==> config.mk <==
export PLATFORM = sky130hd
export DESIGN_NAME = tga_uncompressed_decoder
export DESIGN_NICKNAME = d
export VERILOG_FILES = /design/src/rtl/tga_pkg.sv /design/src/rtl/tga_front.sv /design/src/rtl/tga_fifo.sv /design/src/rtl/tga_back.sv /design/src/rtl/tga_uncompressed_decoder.sv
export SDC_FILE = /design/constraint.sdc
export NUM_CORES = 2
export LEC_CHECK = 0
export BUFFER_PORTS_ARGS = -buffer_cell sky130_fd_sc_hd__clkbuf_2
export CAP_MARGIN = 20
export CORE_AREA = 2 2 315 348
export DETAILED_ROUTE_END_ITERATION = 12
export DIE_AREA = 0 0 317 350
export HOLD_SLACK_MARGIN = 0.15
export PLACE_DENSITY = 0.82
export SETUP_SLACK_MARGIN = 0.3
export SYNTH_ARGS = -nofsm -noshare
export SYNTH_HDL_FRONTEND = slang
export SYNTH_SLANG_ARGS = --single-unit
==> constraint.sdc <==
create_clock -name clk_i -period 23.7 [get_ports clk_i]
set_clock_uncertainty 0.1 [all_clocks]
set_input_delay 4.74 -clock clk_i [delete_from_list [all_inputs] [get_ports clk_i]]
set_output_delay 4.74 -clock clk_i [all_outputs]
set_load 0.005 [all_outputs]
==> src/rtl/tga_pkg.sv <==
// ----------------------------------------------------------------------------
// tga_pkg
// Shared types, status codes and channel scaling for the TGA decoder.
// ----------------------------------------------------------------------------
package tga_pkg;

  localparam logic [2:0] ST_OK    = 3'd0;
  localparam logic [2:0] ST_TRUNC = 3'd1;
  localparam logic [2:0] ST_SIZE  = 3'd2;
  localparam logic [2:0] ST_TYPE  = 3'd3;
  localparam logic [2:0] ST_DEPTH = 3'd4;
  localparam logic [2:0] ST_BLANK = 3'd5;

  typedef enum logic [2:0] {
    DEPTH_GREY,
    DEPTH_555,
    DEPTH_565,
    DEPTH_BGR,
    DEPTH_BGRA
  } depth_e;

  typedef struct packed {
    logic        has_pix;
    logic        has_st;
    logic [27:0] addr;
    logic [31:0] raw;
    depth_e      depth;
    logic [2:0]  status;
    logic [15:0] width;
    logic [15:0] height;
  } entry_t;

  // floor(v * 255 / 31) or floor(v * 255 / 63) by reciprocal and one correction
  function automatic logic [7:0] scale_chan(input logic [5:0] v, input logic six);
    logic [13:0] x;
    logic [11:0] k;
    logic [5:0]  m;
    logic [25:0] p;
    logic [7:0]  q;
    logic [13:0] r;
    x = 14'(v) * 14'd255;
    k = six ? 12'd1040 : 12'd2114;
    m = six ? 6'd63 : 6'd31;
    p = 26'(x) * 26'(k);
    q = p[23:16];
    r = x - 14'(q) * 14'(m);
    if (r >= 14'(m)) begin
      q = q + 8'd1;
    end
    return q;
  endfunction

endpackage

==> src/rtl/tga_front.sv <==
// ----------------------------------------------------------------------------
// tga_front
// Byte parser: header, skip, size/type/depth checks and pixel assembly.
// ----------------------------------------------------------------------------
module tga_front #(
  parameter int MAX_SIDE = 16384
) (
  input  logic            clk_i,
  input  logic            rst_ni,
  input  logic            fire_i,
  input  logic [7:0]      byte_i,
  input  logic            eof_i,
  input  logic [15:0]     limit_i,
  output logic            push_o,
  output tga_pkg::entry_t entry_o
);

  localparam logic [1:0] PH_HEADER = 2'd0;
  localparam logic [1:0] PH_SKIP   = 2'd1;
  localparam logic [1:0] PH_PIXELS = 2'd2;
  localparam logic [1:0] PH_DONE   = 2'd3;
  localparam logic [15:0] MaxSide  = 16'(MAX_SIDE);

  logic [1:0]  phase_q, phase_d;
  logic [4:0]  hdr_q, hdr_d;
  logic [21:0] skip_q, skip_d;
  logic [1:0]  pcnt_q, pcnt_d;
  logic [23:0] pbytes_q, pbytes_d;
  logic [7:0]  id_q, id_d, type_q, type_d, bits_q, bits_d, depth_q, depth_d;
  logic        cm_q, cm_d, fx_q, fx_d, fy_q, fy_d;
  logic [15:0] cml_q, cml_d, w_q, w_d, h_q, h_d, row_q, row_d, col_q, col_d;
  logic [27:0] base_q, base_d;

  logic [15:0] lim;
  logic [21:0] skip_len;
  logic [27:0] prod;
  logic        dec_fy;
  logic [2:0]  dec_st;
  logic        dec_pix;
  logic [1:0]  bpp_m1;
  logic [31:0] raw;
  logic [15:0] out_col;
  tga_pkg::depth_e dcode;

  assign lim      = (limit_i < MaxSide) ? limit_i : MaxSide;
  assign skip_len = 22'(id_q) + (cm_q ? 22'(6'((9'(bits_q) + 9'd7) >> 3)) * 22'(cml_q) : 22'd0);
  assign prod     = 28'(32'(h_q - 16'd1) * 32'(w_q));
  assign dec_fy   = (phase_q == PH_HEADER) ? byte_i[5] : fy_q;

  always_comb begin
    dec_pix = 1'b0;
    dec_st  = tga_pkg::ST_BLANK;
    if (w_q > lim || h_q > lim || w_q == 16'd0 || h_q == 16'd0) begin
      dec_st = tga_pkg::ST_SIZE;
    end else if (type_q == 8'd1 || type_q == 8'd9 || type_q == 8'd10 || type_q == 8'd11) begin
      dec_st = tga_pkg::ST_TYPE;
    end else if (type_q == 8'd2 || type_q == 8'd3) begin
      if (depth_q == 8'd8 || depth_q == 8'd15 || depth_q == 8'd16 ||
          depth_q == 8'd24 || depth_q == 8'd32) begin
        dec_pix = 1'b1;
      end else begin
        dec_st = tga_pkg::ST_DEPTH;
      end
    end
  end

  always_comb begin
    case (depth_q)
      8'd8:    begin bpp_m1 = 2'd0; dcode = tga_pkg::DEPTH_GREY; end
      8'd15:   begin bpp_m1 = 2'd1; dcode = tga_pkg::DEPTH_555;  end
      8'd16:   begin bpp_m1 = 2'd1; dcode = tga_pkg::DEPTH_565;  end
      8'd24:   begin bpp_m1 = 2'd2; dcode = tga_pkg::DEPTH_BGR;  end
      default: begin bpp_m1 = 2'd3; dcode = tga_pkg::DEPTH_BGRA; end
    endcase
  end

  assign raw     = {8'd0, pbytes_q} | (32'(byte_i) << {pcnt_q, 3'd0});
  assign out_col = fx_q ? (w_q - 16'd1 - col_q) : col_q;

  always_comb begin
    phase_d = phase_q; hdr_d = hdr_q; skip_d = skip_q; pcnt_d = pcnt_q; pbytes_d = pbytes_q;
    id_d = id_q; type_d = type_q; bits_d = bits_q; depth_d = depth_q; cm_d = cm_q;
    fx_d = fx_q; fy_d = fy_q; cml_d = cml_q; w_d = w_q; h_d = h_q;
    row_d = row_q; col_d = col_q; base_d = base_q;
    entry_o         = '0;
    entry_o.addr    = base_q + 28'(out_col);
    entry_o.raw     = raw;
    entry_o.depth   = dcode;
    push_o          = 1'b0;
    if (fire_i) begin
      case (phase_q)
        PH_HEADER: begin
          hdr_d = hdr_q + 5'd1;
          case (hdr_q)
            5'd0:  id_d = byte_i;
            5'd1:  cm_d = (byte_i != 8'd0);
            5'd2:  type_d = byte_i;
            5'd5:  cml_d = {cml_q[15:8], byte_i};
            5'd6:  cml_d = {byte_i, cml_q[7:0]};
            5'd7:  bits_d = byte_i;
            5'd12: w_d = {w_q[15:8], byte_i};
            5'd13: w_d = {byte_i, w_q[7:0]};
            5'd14: h_d = {h_q[15:8], byte_i};
            5'd15: h_d = {byte_i, h_q[7:0]};
            5'd16: depth_d = byte_i;
            5'd17: begin fx_d = byte_i[4]; fy_d = byte_i[5]; end
            default: ;
          endcase
          if (hdr_q == 5'd17) begin
            if (skip_len != 22'd0) begin
              phase_d = PH_SKIP;
              skip_d  = skip_len;
            end else begin
              phase_d = PH_DONE;
            end
          end
        end
        PH_SKIP: begin
          skip_d = skip_q - 22'd1;
          if (skip_q == 22'd1) phase_d = PH_DONE;
        end
        PH_PIXELS: begin
          entry_o.has_pix = (pcnt_q == bpp_m1);
          push_o          = entry_o.has_pix;
          pcnt_d          = pcnt_q + 2'd1;
          pbytes_d        = raw[23:0];
          if (pcnt_q == bpp_m1) begin
            pcnt_d   = 2'd0;
            pbytes_d = '0;
            col_d    = col_q + 16'd1;
            if (col_d >= w_q) begin
              col_d  = '0;
              row_d  = row_q + 16'd1;
              base_d = fy_q ? base_q + 28'(w_q) : base_q - 28'(w_q);
              if (row_d >= h_q) begin
                phase_d        = PH_DONE;
                entry_o.has_st = 1'b1;
                entry_o.status = tga_pkg::ST_OK;
                entry_o.width  = w_q;
                entry_o.height = h_q;
              end
            end
          end
        end
        default: ;
      endcase
      // header or skip just ended: run the checks
      if (phase_d == PH_DONE && phase_q != PH_DONE && phase_q != PH_PIXELS) begin
        if (dec_pix) begin
          phase_d  = PH_PIXELS;
          pcnt_d   = '0;
          pbytes_d = '0;
          row_d    = '0;
          col_d    = '0;
          base_d   = dec_fy ? 28'd0 : prod;
        end else begin
          entry_o.has_st = 1'b1;
          entry_o.status = dec_st;
          if (dec_st == tga_pkg::ST_BLANK) begin
            entry_o.width  = w_q;
            entry_o.height = h_q;
          end
        end
      end
      if (eof_i) begin
        if (phase_d != PH_DONE) begin
          entry_o.has_st = 1'b1;
          entry_o.status = tga_pkg::ST_TRUNC;
          entry_o.width  = '0;
          entry_o.height = '0;
        end
        phase_d  = PH_HEADER;
        hdr_d    = '0;
        pcnt_d   = '0;
        pbytes_d = '0;
      end
      push_o = entry_o.has_pix | entry_o.has_st;
    end
  end

  always_ff @(posedge clk_i or negedge rst_ni) begin
    if (!rst_ni) begin
      phase_q  <= PH_HEADER;
      hdr_q    <= '0;
      pcnt_q   <= '0;
      pbytes_q <= '0;
    end else begin
      phase_q  <= phase_d;
      hdr_q    <= hdr_d;
      pcnt_q   <= pcnt_d;
      pbytes_q <= pbytes_d;
    end
  end

  always_ff @(posedge clk_i) begin
    skip_q <= skip_d; id_q <= id_d; type_q <= type_d; bits_q <= bits_d; depth_q <= depth_d;
    cm_q <= cm_d; fx_q <= fx_d; fy_q <= fy_d; cml_q <= cml_d; w_q <= w_d; h_q <= h_d;
    row_q <= row_d; col_q <= col_d; base_q <= base_d;
  end

endmodule

==> src/rtl/tga_fifo.sv <==
// ----------------------------------------------------------------------------
// tga_fifo
// Four-entry queue between the parser and the output stage.
// ----------------------------------------------------------------------------
module tga_fifo (
  input  logic            clk_i,
  input  logic            rst_ni,
  input  logic            push_i,
  input  tga_pkg::entry_t entry_i,
  output logic            full_o,
  input  logic            pop_i,
  output logic            nempty_o,
  output tga_pkg::entry_t head_o
);

  tga_pkg::entry_t mem_q [4];
  logic [1:0] wp_q, rp_q;
  logic [2:0] cnt_q;

  assign full_o   = (cnt_q == 3'd4);
  assign nempty_o = (cnt_q != 3'd0);
  assign head_o   = mem_q[rp_q];

  always_ff @(posedge clk_i or negedge rst_ni) begin
    if (!rst_ni) begin
      wp_q  <= '0;
      rp_q  <= '0;
      cnt_q <= '0;
    end else begin
      if (push_i) wp_q <= wp_q + 2'd1;
      if (pop_i) rp_q <= rp_q + 2'd1;
      cnt_q <= cnt_q + 3'(push_i) - 3'(pop_i);
    end
  end

  always_ff @(posedge clk_i) begin
    if (push_i) mem_q[wp_q] <= entry_i;
  end

  a_no_overflow: assert property (@(posedge clk_i) disable iff (!rst_ni)
    push_i |-> !full_o) else $error("push into full queue");
  a_no_underflow: assert property (@(posedge clk_i) disable iff (!rst_ni)
    pop_i |-> nempty_o) else $error("pop from empty queue");
  a_count: assert property (@(posedge clk_i) disable iff (!rst_ni)
    (push_i && !pop_i) |=> cnt_q == $past(cnt_q) + 3'd1) else $error("count slip");

endmodule

==> src/rtl/tga_back.sv <==
// ----------------------------------------------------------------------------
// tga_back
// Output stage: converts pixels to RGBA and emits writes and status.
// ----------------------------------------------------------------------------
module tga_back (
  input  logic            clk_i,
  input  logic            rst_ni,
  input  logic            nempty_i,
  input  tga_pkg::entry_t head_i,
  output logic            pop_o,
  output logic            m_axis_tvalid,
  input  logic            m_axis_tready,
  output logic [95:0]     m_axis_tdata,
  output logic            m_axis_tuser,
  output logic            m_axis_tlast
);

  logic        valid_q, sel_q, sel_d, load;
  logic [95:0] data_q, data_d;
  logic        kind_q, kind_d;
  logic [31:0] rgba;
  logic [7:0]  r, g, b, a;

  always_comb begin
    a = 8'd255;
    case (head_i.depth)
      tga_pkg::DEPTH_BGRA: begin
        b = head_i.raw[7:0]; g = head_i.raw[15:8]; r = head_i.raw[23:16]; a = head_i.raw[31:24];
      end
      tga_pkg::DEPTH_BGR: begin
        b = head_i.raw[7:0]; g = head_i.raw[15:8]; r = head_i.raw[23:16];
      end
      tga_pkg::DEPTH_565: begin
        b = tga_pkg::scale_chan({1'b0, head_i.raw[4:0]}, 1'b0);
        g = tga_pkg::scale_chan(head_i.raw[10:5], 1'b1);
        r = tga_pkg::scale_chan({1'b0, head_i.raw[15:11]}, 1'b0);
      end
      tga_pkg::DEPTH_555: begin
        b = tga_pkg::scale_chan({1'b0, head_i.raw[4:0]}, 1'b0);
        g = tga_pkg::scale_chan({1'b0, head_i.raw[9:5]}, 1'b0);
        r = tga_pkg::scale_chan({1'b0, head_i.raw[14:10]}, 1'b0);
      end
      default: begin
        r = head_i.raw[7:0]; g = head_i.raw[7:0]; b = head_i.raw[7:0];
      end
    endcase
  end
  assign rgba = {a, b, g, r};

  assign load = nempty_i && (!valid_q || m_axis_tready);

  always_comb begin
    sel_d  = sel_q;
    pop_o  = 1'b0;
    kind_d = kind_q;
    data_d = data_q;
    if (load) begin
      if (head_i.has_pix && !sel_q) begin
        kind_d = 1'b0;
        data_d = {36'd0, rgba, head_i.addr};
        if (head_i.has_st) begin
          sel_d = 1'b1;
        end else begin
          pop_o = 1'b1;
        end
      end else begin
        kind_d = 1'b1;
        data_d = {1'b0, head_i.height, head_i.width, head_i.status, 60'd0};
        sel_d  = 1'b0;
        pop_o  = 1'b1;
      end
    end
  end

  always_ff @(posedge clk_i or negedge rst_ni) begin
    if (!rst_ni) begin
      valid_q <= 1'b0;
      sel_q   <= 1'b0;
    end else begin
      sel_q <= sel_d;
      if (load) valid_q <= 1'b1;
      else if (m_axis_tready) valid_q <= 1'b0;
    end
  end

  always_ff @(posedge clk_i) begin
    data_q <= data_d;
    kind_q <= kind_d;
  end

  assign m_axis_tvalid = valid_q;
  assign m_axis_tdata  = data_q;
  assign m_axis_tuser  = kind_q;
  assign m_axis_tlast  = kind_q;

  a_pair_order: assert property (@(posedge clk_i) disable iff (!rst_ni)
    sel_q |-> nempty_i) else $error("status half lost its entry");
  a_status_pops: assert property (@(posedge clk_i) disable iff (!rst_ni)
    (load && sel_q) |-> pop_o) else $error("status half did not pop");
  a_hold: assert property (@(posedge clk_i) disable iff (!rst_ni)
    (valid_q && !m_axis_tready) |=> $stable(data_q)) else $error("result changed while held");

endmodule

==> src/rtl/tga_uncompressed_decoder.sv <==
// ----------------------------------------------------------------------------
// tga_uncompressed_decoder
// Streaming uncompressed TGA decoder: bytes in, RGBA writes and status out.
// Throughput: one byte per cycle while the queue has room; a byte closing a pixel
// plus status yields two output transfers, drained by a four-entry queue.
// Each result is written into the queue, then into the output register.
// Reset clears control state; size_limit returns to MAX_SIDE.
// ----------------------------------------------------------------------------
module tga_uncompressed_decoder #(
  parameter int MAX_SIDE = 16384
) (
  input  logic        clk_i,
  input  logic        rst_ni,
  input  logic        s_axis_tvalid,
  output logic        s_axis_tready,
  input  logic [7:0]  s_axis_tdata,   // data_byte
  input  logic        s_axis_tlast,   // end_of_file
  output logic        m_axis_tvalid,
  input  logic        m_axis_tready,
  output logic [95:0] m_axis_tdata,   // pixel_address, rgba, status, width, height
  output logic        m_axis_tuser,   // kind
  output logic        m_axis_tlast,   // last
  input  logic        cfg_valid_i,
  output logic        cfg_ready_o,
  input  logic [14:0] cfg_data_i
);

  logic [15:0] limit_q;
  logic        full, nempty, push, pop;
  tga_pkg::entry_t entry, head;

  assign cfg_ready_o   = 1'b1;
  assign s_axis_tready = !full;

  always_ff @(posedge clk_i or negedge rst_ni) begin
    if (!rst_ni) begin
      limit_q <= 16'(MAX_SIDE);
    end else if (cfg_valid_i) begin
      limit_q <= {1'b0, cfg_data_i};
    end
  end

  tga_front #(.MAX_SIDE(MAX_SIDE)) u_front (
    .clk_i, .rst_ni,
    .fire_i  (s_axis_tvalid && s_axis_tready),
    .byte_i  (s_axis_tdata),
    .eof_i   (s_axis_tlast),
    .limit_i (limit_q),
    .push_o  (push),
    .entry_o (entry)
  );

  tga_fifo u_fifo (
    .clk_i, .rst_ni,
    .push_i   (push),
    .entry_i  (entry),
    .full_o   (full),
    .pop_i    (pop),
    .nempty_o (nempty),
    .head_o   (head)
  );

  tga_back u_back (
    .clk_i, .rst_ni,
    .nempty_i (nempty),
    .head_i   (head),
    .pop_o    (pop),
    .m_axis_tvalid,
    .m_axis_tready,
    .m_axis_tdata,
    .m_axis_tuser,
    .m_axis_tlast
  );

endmodule

# ---- Word-level counts from Yosys, hierarchy flattened
# Memories as Yosys holds them, arrays and structs flattened.
# Index checks and enable logic that the tools add are counted.
dict set report totals {
  reg_bits 319
  ram_bits 400
  input_bits 29
  out_inout_bits 101
  word_cells 284
  mem_count 1
}
dict set report classes {
  add_sub_neg 27
  n_mul 17
  n_lt_le_gt_ge 10
  n_eq_ne 39
  shift 1
  muxes 102
  bitwise_logic 8
  n_reduce_logical 48
}
# memory words width read_ports rd_clocked_by_memory_dff wr line
set memory_table {}
lappend memory_table {u_fifo.mem_q 4 100 1 0 1 tga_fifo.sv:16} ;# tga_pkg::entry_t mem_q [4];
# op count
set ops {}
lappend ops {{two-way mux 35 bit} 8}
lappend ops {{two-way mux 28 bit} 7}
lappend ops {{two-way mux 16 bit} 11}
lappend ops {{two-way mux 24 bit} 5}
lappend ops {{one-hot mux 16 bit (2 select lines)} 3}
lappend ops {{multiplier 13 x 11 -> 23 bit, second input constant} 4}
lappend ops {{two-way mux 22 bit} 3}
lappend ops {{two-way mux 32 bit} 2}
lappend ops {{adder 28 x 16 -> 28 bit} 2}
lappend ops {{greater-or-equal comparator 14 x 5 -> 1 bit, second input constant} 4}
lappend ops {{two-way mux 8 bit} 7}
lappend ops {{subtractor 13 x 13 -> 14 bit} 4}
lappend ops {{multiplier 5 x 8 -> 13 bit, second input constant} 4}
lappend ops {{multiplier 8 x 5 -> 13 bit, second input constant} 4}
lappend ops {{one-hot mux 8 bit (3 select lines)} 2}
lappend ops {{one-hot mux 22 bit (2 select lines)} 1}
lappend ops {{adder 8 x 1 -> 8 bit, second input constant} 5}
lappend ops {{== test 8 x 4 -> 1 bit, second input constant} 5}
lappend ops {{two-way mux 2 bit} 19}
lappend ops {{adder 16 x 1 -> 16 bit, second input constant} 2}
lappend ops {{greater-or-equal comparator 16 bit} 2}
lappend ops {{> comparator 16 bit} 2}
lappend ops {{logical NOT 16 bit} 2}
lappend ops {{multiplier 32 x 16 -> 28 bit} 1}
lappend ops {{other kinds (58)} 143}

# ---- Logic depth before layout (Yosys ltp)
dict set report logic_depth {
  depth_word 22
  ltp_mapped 55
  depth_no_buf 51
}

# ---- By module
# Synthesis repeated with hierarchy kept, for this count alone.
dict set report unflattened {
  cells_unflattened 6224
  area_unflattened_um2 65322.6
}
# module n_inst cells_per_inst area_per_inst_um2 seq_area_each_um2
set modules_own_cells {}
lappend modules_own_cells {tga_front 1 3117 27552.7 5780.5}
lappend modules_own_cells {tga_back 1 2514 22310.1 2932.8}
lappend modules_own_cells {tga_fifo 1 556 14820.5 12186.7}
lappend modules_own_cells {tga_uncompressed_decoder 1 37 639.4 376.6}

# ---- Worst setup path after synthesis
# No wires, ideal clock.
dict set report synth_path {
  path_type {register to register}
  startpoint {register u_fifo.rp_q[0]}
  endpoint {register u_back.data_q[31] (netlist: u_back.m_axis_tdata[31]) (data pin)}
  setup_ns 0.266
  arrival_ns 13.208
  required_ns 23.334
  path_slack_ns 10.126
  path_stages_with_launch 51
  n_path_buf 5
  period_less_slack_ns 13.574
  cell_sequence {dfrtp_1 -> buf_2 -> buf_2 -> clkbuf_1 -> buf_1 -> buf_1 -> mux4_2 -> fa_1 -> inv_1 -> fa_1 -> fa_1 -> inv_1 -> ha_1 -> nor2b_1 -> o21a_1 -> o21a_1 -> o31a_1 -> o31a_1 -> (+15 left out) -> ha_1 -> inv_1 -> fa_1 -> inv_1 -> fa_1 -> inv_1 -> ha_1 -> and2_1 -> nand2_1 -> o221ai_1 -> mux2i_1 -> nor4_1 -> nand3_1 -> nor4_1 -> nor2_1 -> xor2_1 -> a221oi_1 -> nor2_1}
}
dict set report synth_via {
  elab_chain_len 8
  word_cells_on_any_way 22
  classes_between {add/sub: 4; mul: 6; order compare: 2; eq/ne: 4; mux: 3; reduce/logical: 2; memory: 1}
}
# element line
set synth_lines {}
lappend synth_lines {{from (decl)} tga_fifo.sv:17} ;# logic [1:0] wp_q, rp_q;
lappend synth_lines {{from (signal assigned)} tga_fifo.sv:31} ;# if (pop_i) rp_q <= rp_q + 2'd1;
lappend synth_lines {{memory read (4 x 100 bit) (*)} n/a}
lappend synth_lines {{multiplier 5 x 8 -> 13 bit} tga_pkg.sv:41} ;# x = 14'(v) * 14'd255;
lappend synth_lines {{multiplier 13 x 11 -> 23 bit} tga_pkg.sv:44} ;# p = 26'(x) * 26'(k);
lappend synth_lines {{multiplier 8 x 5 -> 13 bit} tga_pkg.sv:46} ;# r = x - 14'(q) * 14'(m);
lappend synth_lines {{subtractor 13 x 13 -> 14 bit} tga_pkg.sv:46}
lappend synth_lines {{greater-or-equal comparator 14 x 5 -> 1 bit} tga_pkg.sv:47} ;# if (r >= 14'(m)) begin
lappend synth_lines {{two-way mux 8 bit} tga_pkg.sv:47}
lappend synth_lines {{one-hot mux 8 bit (3 select lines)} tga_back.sv:26} ;# case (head_i.depth)
lappend synth_lines {{to (signal assigned)} tga_back.sv:87} ;# data_q <= data_d;
lappend synth_lines {{to (decl)} tga_back.sv:19} ;# logic [95:0] data_q, data_d;
# Every way passes the cells marked *; elsewhere a longest branch is shown, timed or not.
# A chain may end at the register's enable or synchronous reset.

# ---- Worst setup path after layout
dict set report layout_path {
  startpoint {register u_fifo.rp_q[0]}
  endpoint {register u_back.data_q[37] (netlist: u_back.m_axis_tdata[37]) (data pin)}
}
dict set report layout_via {
  elab_chain_len 8
  word_cells_on_any_way 22
  classes_between {add/sub: 4; mul: 6; order compare: 2; eq/ne: 4; mux: 3; reduce/logical: 2; memory: 1}
}
# element line
set layout_lines {}
lappend layout_lines {{memory read (4 x 100 bit) (*)} n/a}
lappend layout_lines {{multiplier 6 x 8 -> 14 bit or multiplier 5 x 8 -> 13 bit (tied branches)} tga_pkg.sv:41}
lappend layout_lines {{multiplier 14 x 7 -> 20 bit or multiplier 13 x 11 -> 23 bit (tied branches)} tga_pkg.sv:44}
lappend layout_lines {{multiplier 8 x 6 -> 14 bit or multiplier 8 x 5 -> 13 bit (tied branches)} tga_pkg.sv:46}
lappend layout_lines {{subtractor 14 bit or subtractor 13 x 13 -> 14 bit (tied branches)} tga_pkg.sv:46}
lappend layout_lines {{greater-or-equal comparator 14 x 6 -> 1 bit or greater-or-equal comparator 14 x 5 -> 1 bit (tied branches)} tga_pkg.sv:47}
lappend layout_lines {{two-way mux 8 bit} tga_pkg.sv:47}
lappend layout_lines {{one-hot mux 8 bit (3 select lines)} tga_back.sv:26}
# Marked as above.

==> flow_metrics.env <==
export IMPL_status="complete, no violations"
export IMPL_drv_slew=0
export IMPL_final_nets=7316
export IMPL_grt_first_pass_wirelength_um=258000
export IMPL_synth_fp_nets=7218
export IMPL_wl_per_cell_um=21.2
export IMPL_hold_viol=0
export IMPL_rsz0062_at_grt="false"
export IMPL_drv_cap=0
export IMPL_synth_seq_cells=718
export IMPL_cts_resized_gates=0
export IMPL_synthArstFlopShare_pct=7.94
export IMPL_synth_distinct_cells=96
export IMPL_hp_class="reg2reg"
export IMPL_crit_path_start="u_fifo.rp_q[0]"
export IMPL_final_layout_size_suffix_gt1_share_pct=8.40
export IMPL_dieArea_um2=111000
export IMPL_globalRoute_totalOverflow=0
export IMPL_placementRows=126
export IMPL_grt_busiest_layer="met2"
export IMPL_ys_flop_type="edfxtp_1"
export IMPL_cp_end_kind="flop"
export IMPL_clock_sinks=718
export IMPL_clk_latency_ns=0.65
export IMPL_ant_nets=0
export IMPL_worstReg2RegStart="u_fifo.rp_q[0]"
export IMPL_slowest_delay_ns=0.87
export IMPL_avgViaCountPerCell=6.11
export IMPL_avgSynthCellArea_um2=10.6
export IMPL_grtUsageMet2_pct=51.3
export IMPL_arrival_ns=14.83
export IMPL_final_setup_tns_ns=0
export IMPL_gp_congestion=0.927
export IMPL_die_h_um=350
export IMPL_maxSlewHeadroom_pct=17.6
export IMPL_final_fill_count=7918
export IMPL_grt_max_degree=70
export IMPL_tightestPinTransition_ns=1.24
export IMPL_htree_num_levels=3
export IMPL_fmax_ghz=0.0685
export IMPL_io_buffers=127
export IMPL_firstDrtPassIters=6
export IMPL_hold_buffers=0
export IMPL_routed_wl_um=161000
export IMPL_core_area_um2=107000
export IMPL_post_cts_setup_buffers=0
export IMPL_clkTransAtPathRegs_ns=0.06
export IMPL_track_usage_pct=29.5
export IMPL_hpwl_um=120000
export IMPL_grt_pass1_vias=47988
export IMPL_start_kind="flop"
export IMPL_area_growth_pct=7.14
export IMPL_synth_edf_count=661
export IMPL_drc_errors=0
export IMPL_met3_usage_pct=4.51
export IMPL_ff2ff_setup_slack_ns=9.10
export IMPL_synth_warning_count=0
export IMPL_slowest_stage="dfrtp_4"
export IMPL_worstPathMaxFanout=32
export IMPL_setup_viol=0
export IMPL_io_pins=130
export IMPL_fin_crit_sh_pct=61.6
export IMPL_crit_end="u_back.m_axis_tdata[37]"
export IMPL_cts_root_buf="clkbuf_16"
export IMPL_r2r_end="u_back.m_axis_tdata[37]"
export IMPL_grt_antenna_before_repair=3
export IMPL_start_util_pct=59.9
export IMPL_grt_util_met1_pct=36.2
export IMPL_ys_seq_area_share_pct=33.2
export IMPL_die_x_um=317
export IMPL_final_common_cell="inv_1"
export IMPL_synth_area_um2=64100
export IMPL_multi_input_comb_area_um2=39000
export IMPL_cts_max_path_buffers=3
export IMPL_vias=46434
export IMPL_required_ns=23.93
export IMPL_cts_tree="built"
export IMPL_final_cell_mix="828 x inv_1, 695 x ha_1, 661 x edfxtp_1"
export IMPL_syn_inst=6034
export IMPL_cts_made_buffers=70
export IMPL_period_minus_slack_ns=14.60
export IMPL_ff_latch_area_um2=21300
export IMPL_rr_worst_depth=44
export IMPL_first_iter_violations=4245
export IMPL_crit_type="reg2reg"
==> through the flow <==
stage / hold WS (ns) / utilization [%] / area (um^2) / cells / worst slack, ns
floorplan: 0.368 / - / 64100 / 6034 / 10.13
global placement: 0.386 / 62.0 / 66400 / 7464 / 8.92
detailed placement: 0.383 / 62.0 / 66400 / 7465 / 8.64
CTS: 0.406 / 64.1 / 68600 / 7593 / 8.56
global route: 0.422 / 64.1 / 68700 / 7597 / 8.18
finish: 0.406 / 64.1 / 68700 / 7597 / 9.10
==> cell type report <==
class,instances,share of cell area (%)
multi-input cells,4307,56.8
flip-flops and latches,718,31.0
inverters,834,4.56
clock buffers,91,2.78
well taps,1408,2.57
repair buffers,201,1.72
clock inverters,37,0.521
diodes,1,0.00364
==> worst max-delay path, delay by kind of cell (launching register included) <==
family,cells,cell delay (ns)
mux,2,1.09
buf+inv,6,0.86
flops,1,0.87
fa+ha+maj,13,5.29
compound gates,17,3.99
xor+xnor,3,1.43
simple gates,3,0.64
==> synthesized netlist by cell type (115+ instances only) <==
cell      number  share of area, %
a21oi_1      271               2.1
ha_1         695                14
xnor2_1      260               3.6
nor2b_1      130               1.3
o21ai_0      176               1.4
edfxtp_1     661                31
inv_1        829               4.9
nor2_1       372               2.2
nand2_1      385               2.3
a21o_1       115               1.3
and2_1       249               2.4
clkbuf_1     137              0.80
xor2_1       129               1.8
fa_1         460                14
==> per-layer routing <==
| metal | vias to the layer above | wire length [um] |
|---|---|---|
| li1 | 21085 | - |
| met5 | - | 0 |
| met4 | 0 | 7830 |
| met2 | 2045 | 80400 |
| met1 | 22843 | 60200 |
| met3 | 461 | 12900 |
==> sequential cells by signal, indices dropped and copies added, names as in the netlist, 15 cells and up <==
| name | count |
|---|---|
| u_front.pbytes_q | 24 |
| u_front.col_q | 16 |
| u_front.row_q | 16 |
| u_front.cml_q | 16 |
| u_front.base_q | 28 |
| u_front.skip_q | 22 |
| u_front.w_q | 16 |
| u_back.m_axis_tdata | 95 |
| u_fifo.mem_q | 400 |
| u_front.h_q | 16 |
| limit_q | 15 |
==> logic make-up (layout without fill, tap and decap cells) <==
group / count (synthesis) / count (layout) / synth area share, %
other: 2 / 3 / 0.0117
and+or+nand+nor: 1621 / 1621 / 12.7
AOI/OAI and AO/OA: 983 / 983 / 10.3
DFF: 718 / 718 / 33.2
muxes: 155 / 155 / 4.43
adders and majority gates: 1157 / 1157 / 28.0
xor gates and xnor gates: 389 / 389 / 5.32
buffers and inverters: 1009 / 1163 / 5.99
==> how the worst min path moves through the flow <==
stage / startpoint / depth (start not counted) / endpoint
final: u_fifo.cnt_q[2] / 1 / u_fifo.cnt_q[2]
after global routing: limit_q[0] / 1 / limit_q[0]
after CTS: u_fifo.cnt_q[2] / 1 / u_fifo.cnt_q[2]
after detailed placement: u_front.pbytes_q[23] / 1 / u_front.pbytes_q[23]
after global placement: u_fifo.cnt_q[2] / 1 / u_fifo.cnt_q[2]
after floorplan: u_back.sel_q / 2 / u_back.sel_q
Power is not shown: default switching activity piles up to over one toggle a cycle in this logic, so the estimate is an artifact.
